<file path="config.mk">
export PLATFORM = sky130hd
export DESIGN_NAME = lcg_top_bit_random_generator
export DESIGN_NICKNAME = d
export VERILOG_FILES = /design/src/lcgb_pkg.sv /design/src/lcgb_core.sv /design/src/lcg_top_bit_random_generator.sv
export SDC_FILE = /design/constraint.sdc
export NUM_CORES = 2
export LEC_CHECK = 0
export ABC_AREA = 1
export ABC_CLOCK_PERIOD_IN_PS = 19100
export BUFFER_PORTS_ARGS = -buffer_cell sky130_fd_sc_hd__buf_2
export CORE_ASPECT_RATIO = 1.1
export CORE_MARGIN = 2
export CORE_UTILIZATION = 55
export DETAILED_ROUTE_END_ITERATION = 7
export PLACE_DENSITY = 0.72
export SYNTH_ARGS = -nofsm -noshare
export SYNTH_HDL_FRONTEND = slang
export SYNTH_SLANG_ARGS = --single-unit
</file>
<file path="constraint.sdc">
create_clock -name aclk -period 19.1 [get_ports aclk]
set_clock_uncertainty 0.2 [all_clocks]
set_input_delay 3.82 -clock aclk [delete_from_list [all_inputs] [get_ports aclk]]
set_output_delay 3.82 -clock aclk [all_outputs]
set_load 0.02 [all_outputs]
</file>
<file path="src/lcgb_pkg.sv">
`timescale 1ns / 1ps

package lcgb_pkg;

    localparam int unsigned WORD_W = 32;

    // Multiplier of the generator recurrence.
    localparam logic [WORD_W-1:0] LCG_MULT = 32'd3039177861;
    localparam logic [WORD_W-1:0] FULL_SCALE = 32'hFFFF_FFFF;

    // Command codes carried in tuser.
    localparam logic [2:0] CMD_WORD  = 3'd0;
    localparam logic [2:0] CMD_HALF  = 3'd1;
    localparam logic [2:0] CMD_BYTE  = 3'd2;
    localparam logic [2:0] CMD_BIT   = 3'd3;
    localparam logic [2:0] CMD_RANGE = 3'd4;

    typedef struct packed {
        logic [2:0]               command;
        logic signed [WORD_W-1:0] range_min;
        logic signed [WORD_W-1:0] range_max;
    } req_t;

    typedef struct packed {
        logic [WORD_W-1:0]        random_word;
        logic signed [WORD_W-1:0] range_value;
    } rsp_t;

endpackage

</file>
<file path="src/lcgb_core.sv">
`timescale 1ns / 1ps

module lcgb_core (
    input  logic                        aclk,
    input  logic                        aresetn,
    input  logic                        seed_load,
    input  logic [lcgb_pkg::WORD_W-1:0] seed_value,
    input  logic                        req_valid,
    input  lcgb_pkg::req_t              req,
    output logic                        idle,
    input  logic                        out_free,
    output logic                        rsp_valid,
    output lcgb_pkg::rsp_t              rsp
);

    typedef enum logic [2:0] {
        ST_IDLE,
        ST_GEN,
        ST_MUL,
        ST_FOLD,
        ST_QUO,
        ST_FIN,
        ST_DONE
    } state_t;

    state_t      state_reg;
    logic [31:0] lcg_reg;
    logic [31:0] acc_reg;
    logic [3:0]  cnt_reg;
    logic [2:0]  cmd_reg;
    logic [31:0] lo_reg;
    logic [32:0] span_reg;
    logic [63:0] prod_reg;
    logic [32:0] sum_reg;
    logic [32:0] quo_reg;
    logic [31:0] range_reg;

    // Swap and span computed in offset binary so the compare is unsigned.
    logic [31:0] lo_off;
    logic [31:0] hi_off;
    logic        swap;
    logic [31:0] lo_sel;
    logic [32:0] span;
    logic [3:0]  cnt_init;

    // The one shared multiplier: generator update in ST_GEN, scaling in ST_MUL.
    logic [31:0] mul_a;
    logic [31:0] mul_b;
    logic [63:0] mul_prod;
    logic [31:0] lcg_next;

    logic [32:0] fold_t;
    logic        fold_carry;
    logic [32:0] quo_next;
    logic [32:0] quo_clamp;

    always_comb begin
        lo_off = req.range_min ^ 32'h8000_0000;
        hi_off = req.range_max ^ 32'h8000_0000;
        swap   = hi_off < lo_off;
        lo_sel = swap ? req.range_max : req.range_min;
        span   = swap ? ({1'b0, lo_off} - {1'b0, hi_off} + 33'd1)
                      : ({1'b0, hi_off} - {1'b0, lo_off} + 33'd1);
    end

    always_comb begin
        unique case (req.command)
            lcgb_pkg::CMD_WORD:  cnt_init = 4'd15;
            lcgb_pkg::CMD_RANGE: cnt_init = 4'd15;
            lcgb_pkg::CMD_HALF:  cnt_init = 4'd7;
            lcgb_pkg::CMD_BYTE:  cnt_init = 4'd3;
            default:             cnt_init = 4'd0;
        endcase
    end

    always_comb begin
        if (state_reg == ST_GEN) begin
            mul_a = lcg_reg;
            mul_b = lcgb_pkg::LCG_MULT;
        end else begin
            mul_a = acc_reg;
            mul_b = span_reg[31:0];
        end
        mul_prod = {32'd0, mul_a} * {32'd0, mul_b};
        lcg_next = mul_prod[31:0] + 32'd1;
    end

    // With p = H*2^32 + L and M = 2^32 - 1, p = H*M + (H + L). The fold sum
    // H + L is A*2^32 + B, which again is A*M + (A + B), and A + B < 2*M.
    always_comb begin
        fold_carry = sum_reg[32];
        fold_t     = {32'd0, fold_carry} + {1'b0, sum_reg[31:0]};
        quo_next   = {1'b0, prod_reg[63:32]} + {32'd0, fold_carry}
                   + {32'd0, (fold_t >= {1'b0, lcgb_pkg::FULL_SCALE})};
        // An all-ones draw lands exactly on the span; pull it back to max.
        quo_clamp  = (quo_reg >= span_reg) ? (span_reg - 33'd1) : quo_reg;
    end

    always_ff @(posedge aclk) begin
        if (!aresetn) begin
            state_reg <= ST_IDLE;
            lcg_reg   <= '0;
            acc_reg   <= '0;
            cnt_reg   <= '0;
            cmd_reg   <= '0;
        end else begin
            if (seed_load) begin
                lcg_reg <= seed_value;
            end
            unique case (state_reg)
                ST_IDLE: begin
                    if (req_valid) begin
                        cmd_reg  <= req.command;
                        acc_reg  <= '0;
                        cnt_reg  <= cnt_init;
                        lo_reg   <= lo_sel;
                        span_reg <= span;
                        if (req.command <= lcgb_pkg::CMD_RANGE) begin
                            state_reg <= ST_GEN;
                        end else begin
                            state_reg <= ST_DONE;
                        end
                    end
                end
                ST_GEN: begin
                    lcg_reg <= lcg_next;
                    acc_reg <= {acc_reg[29:0], lcg_next[31:30]};
                    cnt_reg <= cnt_reg - 4'd1;
                    if (cnt_reg == 4'd0) begin
                        state_reg <= (cmd_reg == lcgb_pkg::CMD_RANGE) ? ST_MUL : ST_DONE;
                    end
                end
                ST_MUL: begin
                    // A full-width span only occurs with a zero low part.
                    prod_reg  <= span_reg[32] ? {acc_reg, 32'd0} : mul_prod;
                    state_reg <= ST_FOLD;
                end
                ST_FOLD: begin
                    sum_reg   <= {1'b0, prod_reg[63:32]} + {1'b0, prod_reg[31:0]};
                    state_reg <= ST_QUO;
                end
                ST_QUO: begin
                    quo_reg   <= quo_next;
                    state_reg <= ST_FIN;
                end
                ST_FIN: begin
                    range_reg <= lo_reg + quo_clamp[31:0];
                    state_reg <= ST_DONE;
                end
                ST_DONE: begin
                    if (out_free) begin
                        state_reg <= ST_IDLE;
                    end
                end
                default: state_reg <= ST_IDLE;
            endcase
        end
    end

    assign idle      = (state_reg == ST_IDLE);
    assign rsp_valid = (state_reg == ST_DONE) && out_free;

    always_comb begin
        case (cmd_reg)
            lcgb_pkg::CMD_WORD: rsp.random_word = acc_reg;
            lcgb_pkg::CMD_HALF: rsp.random_word = {16'd0, acc_reg[15:0]};
            lcgb_pkg::CMD_BYTE: rsp.random_word = {24'd0, acc_reg[7:0]};
            lcgb_pkg::CMD_BIT:  rsp.random_word = {31'd0, acc_reg[1]};
            default:            rsp.random_word = '0;
        endcase
        rsp.range_value = (cmd_reg == lcgb_pkg::CMD_RANGE) ? range_reg : '0;
    end

endmodule

</file>
<file path="src/lcg_top_bit_random_generator.sv">
`timescale 1ns / 1ps
// Word, half, byte and range items run the generator until their bits are collected, bit runs it once,
// and an unused command code skips generation and returns zeros.
// One generator update per cycle goes through a single shared 32x32 multiplier;
// range mode then scales the draw in ST_MUL, ST_FOLD, ST_QUO and ST_FIN, reusing the multiplier in ST_MUL.
// A new item is taken in the cycle after the previous result is handed to the output register.
// Synchronous active-low reset clears the generator state to zero; a seed write reloads it.

module lcg_top_bit_random_generator (
    input  logic        aclk,
    input  logic        aresetn,
    input  logic        cfg_valid,
    output logic        cfg_ready,
    input  logic [31:0] cfg_data,
    input  logic        s_axis_tvalid,
    output logic        s_axis_tready,
    input  logic [63:0] s_axis_tdata,   // range_min [31:0], range_max [63:32]
    input  logic [2:0]  s_axis_tuser,   // command [2:0]
    output logic        m_axis_tvalid,
    input  logic        m_axis_tready,
    output logic [63:0] m_axis_tdata    // random_word [31:0], range_value [63:32]
);

    lcgb_pkg::req_t req;
    lcgb_pkg::rsp_t rsp;
    logic           core_idle;
    logic           rsp_valid;
    logic           out_free;
    logic           m_valid_reg;
    logic [63:0]    m_data_reg;

    // The seed is taken only between items so an update in progress cannot overwrite it.
    assign cfg_ready     = core_idle;
    assign s_axis_tready = core_idle;

    always_comb begin
        req.command   = s_axis_tuser;
        req.range_min = s_axis_tdata[31:0];
        req.range_max = s_axis_tdata[63:32];
    end

    // The output register frees up in the same cycle its item is taken.
    assign out_free = !m_valid_reg || m_axis_tready;

    lcgb_core u_core (
        .aclk       (aclk),
        .aresetn    (aresetn),
        .seed_load  (cfg_valid && cfg_ready),
        .seed_value (cfg_data),
        .req_valid  (s_axis_tvalid),
        .req        (req),
        .idle       (core_idle),
        .out_free   (out_free),
        .rsp_valid  (rsp_valid),
        .rsp        (rsp)
    );

    always_ff @(posedge aclk) begin
        if (!aresetn) begin
            m_valid_reg <= 1'b0;
        end else begin
            if (rsp_valid) begin
                m_valid_reg <= 1'b1;
                m_data_reg  <= {rsp.range_value, rsp.random_word};
            end else if (m_axis_tready) begin
                m_valid_reg <= 1'b0;
            end
        end
    end

    assign m_axis_tvalid = m_valid_reg;
    assign m_axis_tdata  = m_data_reg;

endmodule

</file>
==> out/metrics.csv <==
stage;metric;value;unit
synth;ys_seq_area_frac;0.174;
power_and_ir_drop;power.density;95.4;nW/um^2
die;start_util;0.555;
min_path;holdPathStages;2;
power_and_ir_drop;p_leak;30.1;nW
synth;netlist.area_leader.share;0.312;
setup_path;rr_startpoint;u_core.state_reg[2]$_SDFFE_PN0P_;
cells_and_area;stdcell_count;8844;
power_and_ir_drop;p_clk_frac;0.149;
power_and_ir_drop;p_total;6.01;mW
synth;synthTopCellsByArea;fa_1 (31%), edfxtp_1 (15%), ha_1 (10%), inv_1 (10%), nand2_1 (9.0%);
power_and_ir_drop;swShare;0.550;
synth;netlist_area;58800;um^2
cts;worstSkewPairLatency;630;ps
detailed_routing;vias;52300;
synth;syn_inst;7288;
synth;synth_area_leader_cell;fa_1;
detailed_routing;drt-initial-drc-count;6140;
global_route;grt_pass1_wl;349000;um
timing;fin_setup_tns;0;ps
die;core;106000;um^2
setup_path;path_class;reg2reg;
setup_path;reg2regPathDepth;30;
cts;cts_buffer_depth;3;
cts;clkTransAtPathRegs;60;ps
timing;tightest_slew;1440;ps
timing;setup_ws;6710;ps
cts;cts_setup_buffers;0;
synth;async_reset_ff_frac;0;
cells_and_area;drive_gt1_frac;0.0653;
run;cap_viol_max_count;0;
detailed_routing;drt_pre_antenna_iters;8;
min_path;holdCritStartpoint;u_core.acc_reg[17]$_SDFFE_PN0P_;
setup_path;cp_slowest_cell;clkinv_1;
cts;cts_resized;0;
setup_path;rrSetupSlack;6710;ps
setup_path;crit_path_end_kind;flop;
synth;yosysMostFrequentCell;inv_1;
placement;placed_cells;8760;
synth;synth-main-ff-cell;edfxtp_1;
timing;finalCritPeriodShare;0.649;
die;num_io_pins;171;
cells_and_area;area_growth;7.13;%
timing;finalHoldViolations;0;
global_route;grt_max_degree;80;
synth;synth_warnings;0;
power_and_ir_drop;p_seq_frac;0.203;
timing;slew_headroom;0.0394;
global_route;antenna_found_initial;11;
setup_path;crit_start;u_core.state_reg[2]$_SDFFE_PN0P_;
cts;cts_max_level;2;
timing;rsz0062_at_grt;false;
min_path;worstHoldEndpoint;u_core.acc_reg[17]$_SDFFE_PN0P_;
detailed_routing;wirelength;242000;um
placement;dp_hpwl;197000;um
power_and_ir_drop;irDropWorstVdd;0.000102;V
die;die_w;316;um
cells_and_area;fin_nets;8921;
synth;synth_fp_nets;8801;
cts;cts_tree;built;
synth;synth_seq_cells;366;
synth;synth_common_cells;inv_1 (1568), nand2_1 (1403), nor2_1 (941), fa_1 (917), ha_1 (492);
power_and_ir_drop;p_switching;3.31;mW
global_route;grt_usage;0.445;
detailed_routing;wl_per_cell;27.3;um
placement;pre_cts_slack;7340;ps
cts;cts_made_buffers;43;
cts;cts_root_buffer;clkbuf_16;
detailed_routing;drcViolationCount;0;
cts;clock_sinks;366;
synth;synth_edf_count;291;
power_and_ir_drop;p_int;2.70;mW
power_and_ir_drop;combPwrFrac;0.648;
cts;ctsHoldBuffers;0;
run_status;status;completed;
global_route;grt_overflow;0;
min_path;hold_class;reg2reg;
placement;io_buffer_count;170;
setup_path;start_kind;flop;
setup_path;critPathMaxStageDelay;1180;ps
timing;period_minus_slack;12390;ps
cells_and_area;fillers;9664;
setup_path;crit_required;19210;ps
synth;ys_types;62;
setup_path;arrival;12500;ps
detailed_routing;viasPerCell;5.92;
setup_path;crit_fanout;67;
synth;avgSynthCellArea;8.07;um^2
setup_path;worstReg2RegEnd;u_core.prod_reg[46]$_DFFE_PP_;
timing;fmax;0.0807;GHz
placement;gp_congestion;1.08;
timing;setup_viol;0;
die;rows;125;
timing;final_max_slew_viol_count;0;
global_route;grt_pass1_vias;52400;
die;fp.dieArea;110000;um^2
die;die_y;347;um
setup_path;cp_common_cell;fa_1;
detailed_routing;drtAntennaViolNets;0;
==> final cells by class <==
class	count	area (um^2)	share of cell area
clock inverters	37	425	0.00675
clock buffers	43	1080	0.0171
inverters	1609	6040	0.0960
diodes	4	10.0	0.000159
multi-input cells	5112	41800	0.664
repair buffers	276	1650	0.0261
flip-flops and latches	366	10200	0.163
well taps	1397	1750	0.0277
==> metal layers <==
layer	share of wire	up-vias	GRT usage	wire length, um
met4	0.077	14	0.264	18700
met1	0.37	25500	0.580	90000
met5	0.00038	-	0	91
li1	-	22500	-	-
met2	0.43	3398	0.660	103000
met3	0.12	881	0.127	29900
==> how the worst max path moves through the flow <==
stage,end,depth (start not counted)
after global placement,u_core.prod_reg[44]$_DFFE_PP_,28
final,u_core.prod_reg[46]$_DFFE_PP_,30
after detailed placement,u_core.prod_reg[46]$_DFFE_PP_,31
after CTS,u_core.prod_reg[46]$_DFFE_PP_,31
after global routing,u_core.prod_reg[46]$_DFFE_PP_,28
after floorplan,u_core.prod_reg[0]$_SDFFCE_PP0P_,3
==> per-stage QoR <==
step | util | hold slack [ps] | cell area [um^2]
after floorplan | - | 246 | 58800
after global placement | 0.581 | 250 | 61500
after detailed placement | 0.581 | 260 | 61500
after CTS | 0.595 | 270 | 63000
after global routing | 0.595 | 292 | 63000
final | 0.595 | 268 | 63000
==> cells by family (layout without fill, tap and decap cells) <==
family / count (synthesis) / in the layout / synth area share
compound gates: 770 / 770 / 0.0729
xor+xnor: 187 / 187 / 0.0279
fa+ha+maj: 1409 / 1409 / 0.417
buf+inv: 1810 / 1965 / 0.116
flops: 366 / 366 / 0.174
other cells: 0 / 4 / 0
simple gates: 2746 / 2746 / 0.192
==> power groups by stage <==
stage	clock network [mW]	logic [mW]	registers, mW
3_5_place_dp	0	3.75	1.23
3_3_place_gp	0	3.71	1.23
2_1_floorplan	0	2.35	1.13
5_1_grt	0.926	4.15	1.22
6_report	0.895	3.89	1.22
4_1_cts	0.901	3.77	1.21
==> cells in the final DEF (no fill, tap or decap), types with 7 or more instances in the layout <==
cell           n
a31oi_1       40
nand4_1       56
nand2_1     1402
nor3_1        52
or2_2         26
a221oi_1      10
nand2_2        7
dfxtp_1       75
clkinv_1      35
nor2_2        27
a21oi_1      354
nor2_1       933
fa_1         917
o21bai_1      26
inv_1       1565
xor2_1       142
a21oi_2        9
o21ai_0      221
nand3_2        9
nor2_4        13
inv_2         17
nand3_1      163
edfxtp_1     291
xnor2_1       45
ha_1         492
o21a_1        17
buf_2        170
nand3b_1       9
o21ai_1       21
a21boi_0       7
clkbuf_16     43
nor4_1        17
clkinvlp_4     7
a21o_1        14
buf_4        106
o211ai_1      16
==> worst max-delay path, delay by kind of cell (launching register included) <==
family	cells	cell delay [ps]
adder cells (fa/ha/maj)	9	4370
buffers and inverters	9	2900
AO/OA/AOI/OAI	4	2200
AND/OR/NAND/NOR	7	1740
flip-flops	1	400
XOR/XNOR	1	170
Note: power is estimated with default switching activity, not from simulation.
